## src/ohfc_pkg.sv

```systemverilog
// shared types and constants for the open-handle fifo cache
// used by ohfc_ctrl, ohfc_datapath and open_handle_fifo_cache; no dependencies
package ohfc_pkg;

    localparam int MAX_CACHE_ENTRIES_DEF = 16;
    localparam int NUM_FILES_DEF         = 64;
    localparam int DEFAULT_CAPACITY_DEF  = 8;

    localparam int CMD_W       = 2;
    localparam int ENTRY_W     = 6;
    localparam int REQ_W       = 5;
    localparam int COUNT_OUT_W = 5;

    typedef enum logic [CMD_W-1:0] {
        CMD_OPEN   = 2'd0,
        CMD_CLOSE  = 2'd1,
        CMD_RESIZE = 2'd2
    } t_cmd;

    typedef enum logic [2:0] {
        ST_IDLE,
        ST_SEARCH,
        ST_DECIDE,
        ST_EVICT,
        ST_INSERT,
        ST_REMOVE,
        ST_FINAL
    } t_state;

    // controller to datapath
    typedef struct packed {
        logic take;
        logic search;
        logic evict;
        logic insert;
        logic remove;
        logic finish;
    } t_dp_ctrl;

    // datapath to controller
    typedef struct packed {
        logic evict_req;
        logic do_open;
        logic do_close;
        logic out_free;
    } t_dp_stat;

endpackage

```

## src/ohfc_ctrl.sv

```systemverilog
// command sequencer for the open-handle fifo cache
// depends on ohfc_pkg; drives ohfc_datapath through t_dp_ctrl
module ohfc_ctrl import ohfc_pkg::*; (
    input  logic     i_clk,
    input  logic     i_rst_n,
    input  logic     i_in_valid,
    output logic     o_in_ready,
    input  t_dp_stat i_stat,
    output t_dp_ctrl o_ctrl
);

    t_state r_state;
    t_state n_state;

    always_ff @(posedge i_clk) begin
        if (!i_rst_n) begin
            r_state <= ST_IDLE;
        end else begin
            r_state <= n_state;
        end
    end

    always_comb begin
        n_state = r_state;
        unique case (r_state)
            ST_IDLE: begin
                if (i_in_valid) begin
                    n_state = ST_SEARCH;
                end
            end
            ST_SEARCH: n_state = ST_DECIDE;
            ST_DECIDE: begin
                if (i_stat.evict_req) begin
                    n_state = ST_EVICT;
                end else if (i_stat.do_open) begin
                    n_state = ST_INSERT;
                end else if (i_stat.do_close) begin
                    n_state = ST_REMOVE;
                end else begin
                    n_state = ST_FINAL;
                end
            end
            ST_EVICT: begin
                if (i_stat.out_free) begin
                    n_state = ST_DECIDE;
                end
            end
            ST_INSERT: n_state = ST_FINAL;
            ST_REMOVE: n_state = ST_FINAL;
            ST_FINAL: begin
                if (i_stat.out_free) begin
                    n_state = ST_IDLE;
                end
            end
            default: n_state = ST_IDLE;
        endcase
    end

    always_comb begin
        o_ctrl     = '0;
        o_in_ready = 1'b0;
        unique case (r_state)
            ST_IDLE: begin
                o_in_ready  = 1'b1;
                o_ctrl.take = i_in_valid;
            end
            ST_SEARCH: o_ctrl.search = 1'b1;
            ST_EVICT:  o_ctrl.evict  = i_stat.out_free;
            ST_INSERT: o_ctrl.insert = 1'b1;
            ST_REMOVE: o_ctrl.remove = 1'b1;
            ST_FINAL:  o_ctrl.finish = i_stat.out_free;
            default: begin
                o_in_ready = 1'b0;
            end
        endcase
    end

endmodule

```

## src/ohfc_datapath.sv

```systemverilog
// order list, count, capacity and result register of the open-handle fifo cache
// depends on ohfc_pkg; sequenced by ohfc_ctrl
module ohfc_datapath import ohfc_pkg::*; #(
    parameter int MAX_CACHE_ENTRIES = MAX_CACHE_ENTRIES_DEF,
    parameter int NUM_FILES         = NUM_FILES_DEF,
    parameter int DEFAULT_CAPACITY  = DEFAULT_CAPACITY_DEF
) (
    input  logic                   i_clk,
    input  logic                   i_rst_n,
    input  t_dp_ctrl               i_ctrl,
    output t_dp_stat               o_stat,
    input  logic [CMD_W-1:0]       i_command,
    input  logic [ENTRY_W-1:0]     i_entry_id,
    input  logic [REQ_W-1:0]       i_new_capacity,
    output logic                   o_out_valid,
    input  logic                   i_out_ready,
    output logic                   o_event_res,
    output logic [ENTRY_W-1:0]     o_result_entry,
    output logic                   o_already_open,
    output logic [COUNT_OUT_W-1:0] o_open_count,
    output logic                   o_last_result
);

    localparam int CNT_W = $clog2(MAX_CACHE_ENTRIES + 1);
    localparam int IDX_W = $clog2(MAX_CACHE_ENTRIES);
    localparam logic [CNT_W-1:0] CAP_MAX = CNT_W'(MAX_CACHE_ENTRIES);
    localparam int CAP_RST_I = (DEFAULT_CAPACITY < 1) ? 1 :
                               (DEFAULT_CAPACITY > MAX_CACHE_ENTRIES) ? MAX_CACHE_ENTRIES :
                               DEFAULT_CAPACITY;
    localparam logic [CNT_W-1:0] CAP_RST = CNT_W'(CAP_RST_I);
    localparam logic [MAX_CACHE_ENTRIES-1:0] LSB_ONE = {{(MAX_CACHE_ENTRIES-1){1'b0}}, 1'b1};

    logic [ENTRY_W-1:0]           r_list [MAX_CACHE_ENTRIES];
    logic [CNT_W-1:0]             r_count;
    logic [CNT_W-1:0]             r_capacity;
    t_cmd                         r_cmd;
    logic [ENTRY_W-1:0]           r_id;
    logic [CNT_W-1:0]             r_req;
    logic                         r_was_open;
    logic [MAX_CACHE_ENTRIES-1:0] r_shift_mask;

    logic                         r_out_valid;
    logic                         r_out_ev;
    logic [ENTRY_W-1:0]           r_out_entry;
    logic                         r_out_open;
    logic [CNT_W-1:0]             r_out_count;
    logic                         r_out_last;

    logic [CNT_W-1:0]             req_sat;
    logic [MAX_CACHE_ENTRIES-1:0] match;
    logic                         in_range;
    logic [CNT_W-1:0]             cnt_dec;
    logic [IDX_W-1:0]             tail_idx;
    logic                         room;

    always_comb begin
        if (i_new_capacity == '0) begin
            req_sat = CNT_W'(1);
        end else if (32'(i_new_capacity) > MAX_CACHE_ENTRIES) begin
            req_sat = CAP_MAX;
        end else begin
            req_sat = CNT_W'(i_new_capacity);
        end
    end

    // only slots below the count hold live entries
    always_comb begin
        for (int i = 0; i < MAX_CACHE_ENTRIES; i++) begin
            match[i] = (r_list[i] == r_id) && (CNT_W'(i) < r_count);
        end
    end

    assign in_range = 32'(r_id) < NUM_FILES;
    assign cnt_dec  = r_count - CNT_W'(1);
    assign tail_idx = cnt_dec[IDX_W-1:0];
    assign room     = r_count < CAP_MAX;

    assign o_stat.do_open   = (r_cmd == CMD_OPEN) && in_range && !r_was_open;
    assign o_stat.do_close  = (r_cmd == CMD_CLOSE) && r_was_open;
    assign o_stat.evict_req = (r_cmd == CMD_RESIZE) ? (r_count > r_req) :
                              (o_stat.do_open && (r_count != '0) && (r_count >= r_capacity));
    assign o_stat.out_free  = !r_out_valid || i_out_ready;

    always_ff @(posedge i_clk) begin
        if (i_ctrl.take) begin
            r_cmd <= t_cmd'(i_command);
            r_id  <= i_entry_id;
            r_req <= req_sat;
        end
        if (i_ctrl.search) begin
            r_was_open   <= (|match) && in_range &&
                            ((r_cmd == CMD_OPEN) || (r_cmd == CMD_CLOSE));
            // bits at and above the matching slot shift toward the head
            r_shift_mask <= ~(match - LSB_ONE);
        end
    end

    always_ff @(posedge i_clk) begin
        if (i_ctrl.insert && room) begin
            r_list[0] <= r_id;
            for (int i = 1; i < MAX_CACHE_ENTRIES; i++) begin
                r_list[i] <= r_list[i-1];
            end
        end else if (i_ctrl.remove) begin
            for (int i = 0; i < MAX_CACHE_ENTRIES - 1; i++) begin
                if (r_shift_mask[i]) begin
                    r_list[i] <= r_list[i+1];
                end
            end
        end
    end

    always_ff @(posedge i_clk) begin
        if (!i_rst_n) begin
            r_count    <= '0;
            r_capacity <= CAP_RST;
        end else begin
            if (i_ctrl.evict || i_ctrl.remove) begin
                r_count <= cnt_dec;
            end else if (i_ctrl.insert && room) begin
                r_count <= r_count + CNT_W'(1);
            end
            if (i_ctrl.finish && (r_cmd == CMD_RESIZE)) begin
                r_capacity <= r_req;
            end
        end
    end

    always_ff @(posedge i_clk) begin
        if (!i_rst_n) begin
            r_out_valid <= 1'b0;
        end else if (i_ctrl.evict || i_ctrl.finish) begin
            r_out_valid <= 1'b1;
        end else if (i_out_ready) begin
            r_out_valid <= 1'b0;
        end
    end

    always_ff @(posedge i_clk) begin
        if (i_ctrl.evict) begin
            r_out_ev    <= 1'b1;
            r_out_entry <= r_list[tail_idx];
            r_out_open  <= 1'b1;
            r_out_count <= cnt_dec;
            r_out_last  <= 1'b0;
        end else if (i_ctrl.finish) begin
            r_out_ev    <= 1'b0;
            r_out_entry <= (r_cmd == CMD_RESIZE) ? '0 : r_id;
            r_out_open  <= r_was_open;
            r_out_count <= r_count;
            r_out_last  <= 1'b1;
        end
    end

    assign o_out_valid    = r_out_valid;
    assign o_event_res    = r_out_ev;
    assign o_result_entry = r_out_entry;
    assign o_already_open = r_out_open;
    assign o_open_count   = COUNT_OUT_W'(r_out_count);
    assign o_last_result  = r_out_last;

    a_count_bound: assert property (@(posedge i_clk) disable iff (!i_rst_n)
        r_count <= CAP_MAX)
        else $error("open count above list depth");

    a_cap_range: assert property (@(posedge i_clk) disable iff (!i_rst_n)
        (r_capacity != '0) && (r_capacity <= CAP_MAX))
        else $error("capacity out of range");

    a_evict_nonempty: assert property (@(posedge i_clk) disable iff (!i_rst_n)
        i_ctrl.evict |-> (r_count != '0))
        else $error("eviction from an empty list");

    a_insert_fits: assert property (@(posedge i_clk) disable iff (!i_rst_n)
        i_ctrl.insert |-> (r_count < r_capacity))
        else $error("insert with the list at capacity");

endmodule

```

## src/open_handle_fifo_cache.sv

```systemverilog
// after the input transfer the search and decide states run; an open or close
// that changes the list then passes an insert or remove state, and each evicted entry
// passes the evict state and returns to decide (one eviction per result); the done
// result is registered in the final state. One command at a time, held by output
// stalls; the next command is taken while the done result waits downstream
// reset: count zero, capacity the saturated default; list slots are not cleared
module open_handle_fifo_cache import ohfc_pkg::*; #(
    parameter int MAX_CACHE_ENTRIES = MAX_CACHE_ENTRIES_DEF,
    parameter int NUM_FILES         = NUM_FILES_DEF,
    parameter int DEFAULT_CAPACITY  = DEFAULT_CAPACITY_DEF
) (
    input  logic        i_clk,
    input  logic        i_rst_n,
    input  logic        i_s_axis_tvalid,
    output logic        o_s_axis_tready,
    input  logic [15:0] i_s_axis_tdata,   // entry_id[5:0], new_capacity[10:6], zero pad
    input  logic [1:0]  i_s_axis_tuser,   // command[1:0]
    output logic        o_m_axis_tvalid,
    input  logic        i_m_axis_tready,
    output logic [15:0] o_m_axis_tdata,   // result_entry[5:0], already_open[6],
                                          // open_count[11:7], zero pad
    output logic [0:0]  o_m_axis_tuser,   // event_res[0]
    output logic        o_m_axis_tlast    // last_result
);

    t_dp_ctrl               ctrl;
    t_dp_stat               stat;
    logic [ENTRY_W-1:0]     result_entry;
    logic                   already_open;
    logic [COUNT_OUT_W-1:0] open_count;
    logic                   event_res;

    ohfc_ctrl u_ctrl (
        .i_clk      (i_clk),
        .i_rst_n    (i_rst_n),
        .i_in_valid (i_s_axis_tvalid),
        .o_in_ready (o_s_axis_tready),
        .i_stat     (stat),
        .o_ctrl     (ctrl)
    );

    ohfc_datapath #(
        .MAX_CACHE_ENTRIES (MAX_CACHE_ENTRIES),
        .NUM_FILES         (NUM_FILES),
        .DEFAULT_CAPACITY  (DEFAULT_CAPACITY)
    ) u_datapath (
        .i_clk          (i_clk),
        .i_rst_n        (i_rst_n),
        .i_ctrl         (ctrl),
        .o_stat         (stat),
        .i_command      (i_s_axis_tuser),
        .i_entry_id     (i_s_axis_tdata[5:0]),
        .i_new_capacity (i_s_axis_tdata[10:6]),
        .o_out_valid    (o_m_axis_tvalid),
        .i_out_ready    (i_m_axis_tready),
        .o_event_res    (event_res),
        .o_result_entry (result_entry),
        .o_already_open (already_open),
        .o_open_count   (open_count),
        .o_last_result  (o_m_axis_tlast)
    );

    assign o_m_axis_tdata = {4'b0000, open_count, already_open, result_entry};
    assign o_m_axis_tuser = event_res;

endmodule
```

## config.mk

```make
export PLATFORM = sky130hd
export DESIGN_NAME = open_handle_fifo_cache
export DESIGN_NICKNAME = d
export VERILOG_FILES = /design/src/ohfc_pkg.sv /design/src/ohfc_ctrl.sv /design/src/ohfc_datapath.sv /design/src/open_handle_fifo_cache.sv
export SDC_FILE = /design/constraint.sdc
export NUM_CORES = 1
export LEC_CHECK = 0
export BUFFER_PORTS_ARGS = -buffer_cell sky130_fd_sc_hd__buf_2
export CAP_MARGIN = 20
export CORE_ASPECT_RATIO = 0.8
export CORE_MARGIN = 4
export CORE_UTILIZATION = 40
export CTS_CLUSTER_SIZE = 16
export DETAILED_ROUTE_END_ITERATION = 8
export GPL_ROUTABILITY_DRIVEN = 1
export PLACE_DENSITY = 0.56
export SLEW_MARGIN = 20
export SYNTH_ARGS = -nofsm -noshare
export SYNTH_HDL_FRONTEND = slang
export SYNTH_HIERARCHICAL = 1
export SYNTH_SLANG_ARGS = --single-unit
```

## constraint.sdc

```tcl
create_clock -name i_clk -period 8.9 [get_ports i_clk]
set_clock_uncertainty 0.1 [all_clocks]
set_input_delay 0.445 -clock i_clk [delete_from_list [all_inputs] [get_ports i_clk]]
set_output_delay 0.445 -clock i_clk [all_outputs]
set_load 0.02 [all_outputs]
```

==> impl_metrics.py, run 1 <==
metrics = {
    "critical_path": {
        "critPathKind": "reg -> reg",
        "cp_data_required_time_ns": 8.98,
        "worst_r2r_endpoint": "u_datapath/r_list[2][0]$_DFFE_PP_",
        "crit_path_arrival_time_ns": 3.55,
        "critical_path_sink_type": "flip-flop",
        "critical_path.top_delay_family": "buffers and inverters",
        "cp_slowest_cell": "sky130_fd_sc_hd__dfxtp_1",
        "reg_to_reg_startpoint": "u_datapath/r_count[4]$_SDFFE_PN0P_",
        "regToRegSetupSlack_ns": 5.43,
        "timing.critical_path.from_type": "flip-flop",
        "reg2regPathDepth": 6,
        "crit_path_cell_trace": "inv_1 -> nand2_1 -> buf_4 -> inv_2 -> nor2_1 -> mux2_2",
        "critical_path_buf_inv_count": 3,
        "worstPathMaxFanout": 49,
        "crit_path_max_incr_delay_ns": 0.66,
        "critPathLaunch": "u_datapath/r_count[4]$_SDFFE_PN0P_",
        "setup.worst_path.end": "u_datapath/r_list[2][0]$_DFFE_PP_",
        "path_depth": 6,
    },
    "final_layout": {
        "final_cell_mix": "sky130_fd_sc_hd__nand2_1, sky130_fd_sc_hd__edfxtp_1, sky130_fd_sc_hd__xor2_1",
        "layout_commonest_cell": "sky130_fd_sc_hd__nand2_1",
        "num-nets-final": 823,
        "layout.core_utilization": 0.455,
        "antenna_diode_instance_count": 0,
        "drive_above_1_share": 0.230,
        "area_growth_syn_to_layout_pct": 10.3,
    },
    "placement": {
        "port_buffers": 32,
        "hpwl_um": 16400,
        "gp_routability_congestion": 0.841,
    },
    "floorplan": {
        "die_width_um": 176,
        "floorplan.rows": 48,
        "coreArea_um2": 21900,
        "io-pin-count": 42,
        "die_area_um2": 25100,
        "chipHeight_um": 142,
        "initial_core_util": 0.412,
    },
    "power": {
        "p_per_area_nw_per_um2": 332,
        "p_comb_frac": 0.376,
        "internal_power_uw": 2010,
        "power.share.switching": 0.391,
        "peak_supply_drop_mv": 0.153,
        "leakage_power_figure_uw": 0.00369,
        "flop_pwr_share": 0.406,
        "power.net_switching_uw": 1290,
        "fraction_of_power_consumed_by_the_clock_network": 0.218,
    },
    "route": {
        "postRouteAntennaNets": 0,
        "drc_errors": 0,
        "routed_wire_length_per_instance_um": 21.2,
        "drt_iter0_drc": 704,
        "detailedRoute.firstPassIterationCount": 5,
        "post_drt_via_cell_ratio": 5.54,
        "routed-via-count": 6078,
        "finalWirelength_um": 23200,
    },
    "yosys": {
        "yosysUniqueCellTypes": 61,
        "synth.ff_latch_count": 153,
        "synth.avg_cell_area_um2": 11.8,
        "seq_area_frac_synth": 0.489,
        "syn-instance-count": 768,
        "yosys_most_used_dff": "sky130_fd_sc_hd__edfxtp_1",
        "synth_enable_flop_cells": 136,
        "synth.yosys.warnings": 6,
        "async_set_reset_flop_share_out_of_synthesis": 0,
        "post_synth_instance_area_um2": 9040,
    },
    "cts": {
        "tritoncts": "yes",
        "clock_sink_count": 153,
        "insertion_delay_of_the_later_clocked_pin_in_the_worst_skew_pair_ns": 0.43,
        "cts_hold_buf": 0,
        "post_cts.repair.setup_buffers": 0,
        "cts-resized-gates": 0,
        "buffer_cell_driving_the_clock_tree_root": "sky130_fd_sc_hd__clkbuf_16",
        "max-clock-path-buffers": 2,
        "htree_levels": 4,
        "cts_made_buffers": 17,
        "clkTransAtPathRegs_ns": 0.07,
    },
    "timing": {
        "rsz0062_at_grt": "no",
        "hold_viol": 0,
        "setup_viol": 0,
        "maximum_operating_frequency_ghz": 0.289,
        "final.setup.tns_ns": 0,
        "max_slew.worst_pin.slew_ns": 1.11,
        "slew_viol_final": 0,
        "max-slew-margin-rel": 0.258,
        "min_period_ns": 3.47,
        "fin_crit_sh": 0.389,
    },
    "global_routing": {
        "pin_count_of_the_biggest_net_entering_global_routing": 50,
        "overflow": 0,
        "grt_first_pass_wirelength_um": 35300,
        "grt_pass1_vias": 6002,
        "groute.usage.overall": 0.186,
        "antenna_found_initial": 1,
    },
    "worst_hold_path": {
        "hold_class": "in -> reg",
    },
    "run_status": {
        "run_status": "finished, final reports clean",
    },
    "run": {
        "drv_cap": 0,
    },
}
## worst register-to-register path, stage by stage, from the launching register on
cell and delay (ns):
sky130_fd_sc_hd__dfxtp_1 0.66, sky130_fd_sc_hd__inv_1 0.27, sky130_fd_sc_hd__nand2_1 0.11, sky130_fd_sc_hd__buf_4 0.48, sky130_fd_sc_hd__inv_2 0.55, sky130_fd_sc_hd__nor2_1 0.64, sky130_fd_sc_hd__mux2_2 0.41
## sequential cells by signal (all words and copies together), names as in the netlist
signal,flops
u_datapath/r_id,6
u_datapath/r_list,96
u_datapath/r_count,5
u_datapath/o_result_entry,6
u_datapath/r_was_open,1
u_datapath/o_event_res,1
u_datapath/o_out_valid,1
u_datapath/r_capacity,5
u_datapath/o_open_count,5
u_datapath/o_last_result,1
u_datapath/r_shift_mask,15
u_datapath/r_req,5
u_datapath/o_already_open,1
u_datapath/r_cmd,2
u_ctrl/r_state,3
## layer usage
metal	wire, um	global-route usage
met5	7	0
met4	396	0.0587
met3	1870	0.0507
met2	10100	0.269
met1	10800	0.272
## stage by stage
| stage | hold slack, ns | power [uW] | setup WS [ns] | instances | cell area, um^2 |
|---|---|---|---|---|---|
| finish | 0.0832 | 3310 | 5.43 | 1097 | 9970 |
| global route | 0.0613 | 3470 | 5.23 | 1097 | 9970 |
| CTS | 0.0647 | 3290 | 5.12 | 1094 | 9920 |
| detailed placement | 0.339 | 2560 | 5.15 | 1062 | 9340 |
| global placement | 0.337 | 2530 | 5.19 | 1062 | 9340 |
| floorplan | 0.354 | 2200 | 6.11 | 771 | 9050 |
## Yosys cell counts, drive strengths merged, types with 17 or more instances
| master | count | area share |
|---|---|---|
| nor2 | 30 | 0.014 |
| buf | 31 | 0.027 |
| mux2 | 60 | 0.075 |
| xor2 | 65 | 0.063 |
| xnor2 | 51 | 0.049 |
| ha | 17 | 0.024 |
| nand2 | 155 | 0.064 |
| inv | 21 | 0.0087 |
| edfxtp | 136 | 0.45 |
| dfxtp | 17 | 0.038 |
| mux4 | 30 | 0.075 |
## layout make-up
class	count	area, um^2
clock inverters	15	159
fillers	1986	11900
well taps	300	375
multi-input cells	550	4260
clock buffers	17	425
repair buffers	41	250
flip-flops and latches	153	4430
inverters	21	78.8
## how the worst min path moves through the flow
stage	startpoint	to	slack (ns)	cells past startpoint
after detailed placement	u_datapath/o_event_res$_SDFFE_PP1P_	u_datapath/o_event_res$_SDFFE_PP1P_	0.34	1
after global placement	u_datapath/o_event_res$_SDFFE_PP1P_	u_datapath/o_event_res$_SDFFE_PP1P_	0.34	1
after global routing	i_s_axis_tdata[4]	u_datapath/r_id[4]$_DFFE_PP_	0.06	1
final	i_s_axis_tdata[4]	u_datapath/r_id[4]$_DFFE_PP_	0.08	1
after floorplan	u_datapath/r_capacity[3]$_SDFFE_PN1P_	u_datapath/r_capacity[3]$_SDFFE_PN1P_	0.35	2
after CTS	i_s_axis_tdata[2]	u_datapath/r_id[2]$_DFFE_PP_	0.06	1
## logic make-up after synthesis
family	Yosys count	synth area share
buffers and inverters	68	0.0429
adder cells (fa/ha/maj)	17	0.0235
flip-flops	153	0.489
AO/OA/AOI/OAI	49	0.0345
XOR/XNOR	116	0.112
AND/OR/NAND/NOR	273	0.146
other	1	0.000415
multiplexers	91	0.151
## power by group through the flow
stage / Sequential [uW] / Clock [uW] / Combinational (uW)
floorplan: 1190 / 0 / 1020
global placement: 1370 / 0 / 1160
detailed placement: 1370 / 0 / 1190
CTS: 1360 / 732 / 1200
global route: 1370 / 765 / 1340
finish: 1340 / 720 / 1240
Power figures use the tool's default switching activity.
==> inputs of run 2 (changes only) <==
==> constraint.sdc (replaced) <==
create_clock -name i_clk -period 3.5 [get_ports i_clk]
set_clock_uncertainty 0.1 [all_clocks]
set_input_delay 0.175 -clock i_clk [delete_from_list [all_inputs] [get_ports i_clk]]
set_output_delay 0.175 -clock i_clk [all_outputs]
set_load 0.02 [all_outputs]
==> run 2 against run 1 <==
Combinational power grew to 2.7 times the previous value; non-clock buffer count is 23 higher; total power grew to 2.6 times the previous value; global-route usage up 0.40 points; first-iteration DRC count down 13%; register-to-register slack worse by 4.7 ns.
==> impl_metrics.py, run 2 (same netlist as run 1, synthesis figures left out) <==
metrics = {
    "run_status": {
        "run_status": "finished, final reports clean",
    },
    "global_routing": {
        "antenna_found_initial": 0,
        "pin_count_of_the_biggest_net_entering_global_routing": 49,
        "grt_pass1_vias": 5994,
        "groute.usage.overall": 0.190,
        "overflow": 0,
        "grt_first_pass_wirelength_um": 36100,
    },
    "final_layout": {
        "drive_above_1_share": 0.234,
        "largest_register_ffs": 96,
        "layout.core_utilization": 0.465,
        "final_cell_mix": "sky130_fd_sc_hd__nand2_1, sky130_fd_sc_hd__edfxtp_1, sky130_fd_sc_hd__xor2_1",
        "area_growth_syn_to_layout_pct": 12.8,
        "reg_top3": "u_datapath/r_list (96), u_datapath/r_shift_mask (15)",
        "finalInstanceArea_um2": 10200,
        "antenna_diode_instance_count": 0,
        "top_register": "u_datapath/r_list",
        "layout_commonest_cell": "sky130_fd_sc_hd__nand2_1",
        "num-nets-final": 846,
    },
    "run": {
        "drv_cap": 0,
    },
    "floorplan": {
        "io-pin-count": 42,
        "coreArea_um2": 21900,
        "chipHeight_um": 142,
        "die_area_um2": 25100,
        "floorplan.rows": 48,
        "initial_core_util": 0.412,
        "die_width_um": 176,
    },
    "cts": {
        "post_cts.repair.setup_buffers": 0,
        "htree_levels": 4,
        "cts_made_buffers": 17,
        "max-clock-path-buffers": 2,
        "clock_sink_count": 153,
        "insertion_delay_of_the_later_clocked_pin_in_the_worst_skew_pair_ns": 0.43,
        "clkTransAtPathRegs_ns": 0.07,
        "tritoncts": "yes",
        "buffer_cell_driving_the_clock_tree_root": "sky130_fd_sc_hd__clkbuf_16",
    },
    "timing": {
        "final.setup.tns_ns": 0,
        "slew_viol_final": 0,
        "setup_viol": 0,
        "hold_viol": 0,
        "maximum_operating_frequency_ghz": 0.361,
        "max-slew-margin-rel": 0.468,
        "min_period_ns": 2.77,
        "max_slew.worst_pin.slew_ns": 0.798,
        "fin_crit_sh": 0.792,
        "rsz0062_at_grt": "no",
    },
    "power": {
        "power.net_switching_uw": 3240,
        "power.share.switching": 0.378,
        "leakage_power_figure_uw": 0.00380,
        "fraction_of_power_consumed_by_the_clock_network": 0.226,
        "internal_power_uw": 5330,
        "p_comb_frac": 0.393,
        "flop_pwr_share": 0.381,
        "p_per_area_nw_per_um2": 841,
        "peak_supply_drop_mv": 0.344,
    },
    "route": {
        "postRouteAntennaNets": 0,
        "finalWirelength_um": 23200,
        "routed_wire_length_per_instance_um": 20.7,
        "routed-via-count": 6071,
        "detailedRoute.firstPassIterationCount": 5,
        "drc_errors": 0,
        "post_drt_via_cell_ratio": 5.42,
        "drt_iter0_drc": 609,
    },
    "critical_path": {
        "critical_path.most_common_cell": "sky130_fd_sc_hd__xor2_1",
        "cp_slowest_cell": "sky130_fd_sc_hd__edfxtp_1",
        "cp_data_required_time_ns": 3.57,
        "crit_path_cell_trace": "buf_4 -> xor2_1 -> nor4_1 -> nand4_1 -> nand2_1 -> nor4b_2 -> nor3b_2 -> xor2_1",
        "timing.critical_path.from_type": "flip-flop",
        "crit_path_max_incr_delay_ns": 0.77,
        "worstPathMaxFanout": 10,
        "critical_path.top_delay_family": "simple AND/OR/NAND/NOR gates",
        "critPathKind": "reg -> reg",
        "crit_path_arrival_time_ns": 2.85,
        "critical_path_sink_type": "flip-flop",
        "critical_path_buf_inv_count": 1,
    },
    "placement": {
        "hpwl_um": 17100,
        "port_buffers": 32,
        "gp_routability_congestion": 0.837,
        "placed_area_um2": 9440,
    },
    "worst_hold_path": {
        "hold_class": "in -> reg",
    },
}
[run 2: cell types whose count changed in the layout (fill, tap and decap cells not counted), sizes merged]
cell,previous run,this run
inv,28,27
bufinv,1,3
clkbuf,17,18
buf,41,50
clkinvlp,3,4
clkinv,4,1
dlygate4sd3,0,14
[run 2: power by group through the flow]
stage | Clock, uW | Combinational, uW | Sequential (uW)
2_1_floorplan | 0 | 2590 | 3020
3_3_place_gp | 0 | 3260 | 3290
3_5_place_dp | 0 | 3340 | 3300
4_1_cts | 1970 | 3370 | 3270
5_1_grt | 2060 | 3660 | 3330
6_report | 1940 | 3370 | 3270
[run 2: worst paths after layout]
kind | start | endpoint | slack [ns] | cells past startpoint
worst max-delay path | u_datapath/r_id[5]$_DFFE_PP_ | u_datapath/r_shift_mask[13]$_DFFE_PP_ | 0.73 | 8
worst min register to register | u_datapath/o_event_res$_SDFFE_PP1P_ | u_datapath/o_event_res$_SDFFE_PP1P_ | 0.36 | 1
worst max register to register | u_datapath/r_id[5]$_DFFE_PP_ | u_datapath/r_shift_mask[13]$_DFFE_PP_ | 0.73 | 8
worst min-delay path | i_m_axis_tready | u_datapath/o_out_valid$_SDFFE_PN0P_ | 0.07 | 3
[run 2: layout make-up]
cell class | instances | area, um^2
repair buffers | 64 | 448
well taps | 300 | 375
multi-input cells | 550 | 4260
flip-flops and latches | 153 | 4430
clock inverters | 14 | 184
clock buffers | 18 | 429
fillers | 2017 | 11700
inverters | 21 | 78.8
[run 2: tightest hold or removal path, stage by stage]
cell and delay (ns):
sky130_fd_sc_hd__buf_2 0.07, sky130_fd_sc_hd__nand2b_1 0.19, sky130_fd_sc_hd__a21boi_0 0.11
[run 2: repair_timing]
action                    in CTS  in global routing
hold buffers                  14                  0
gates resized for setup        0                  0
hold endpoints to repair      14                  0
[run 2: stage by stage]
step | hold WS, ns | power (uW) | instances | setup WS (ns)
after detailed placement | 0.253 | 6640 | 1074 | 0.745
after floorplan | 0.174 | 5610 | 771 | 0.706
after CTS | 0.0315 | 8600 | 1120 | 0.713
after global routing | 0.0648 | 9040 | 1120 | 0.538
final | 0.0665 | 8570 | 1120 | 0.727
after global placement | 0.255 | 6560 | 1074 | 0.762
[run 2: metal layers]
metal	part of all wire	global-route usage	wire length, um	vias up
met5	0	0	0	-
met4	0.0073	0.0410	170	0
met3	0.061	0.0396	1400	16
met2	0.45	0.282	10400	176
met1	0.48	0.288	11200	3058
li1	-	-	-	2821
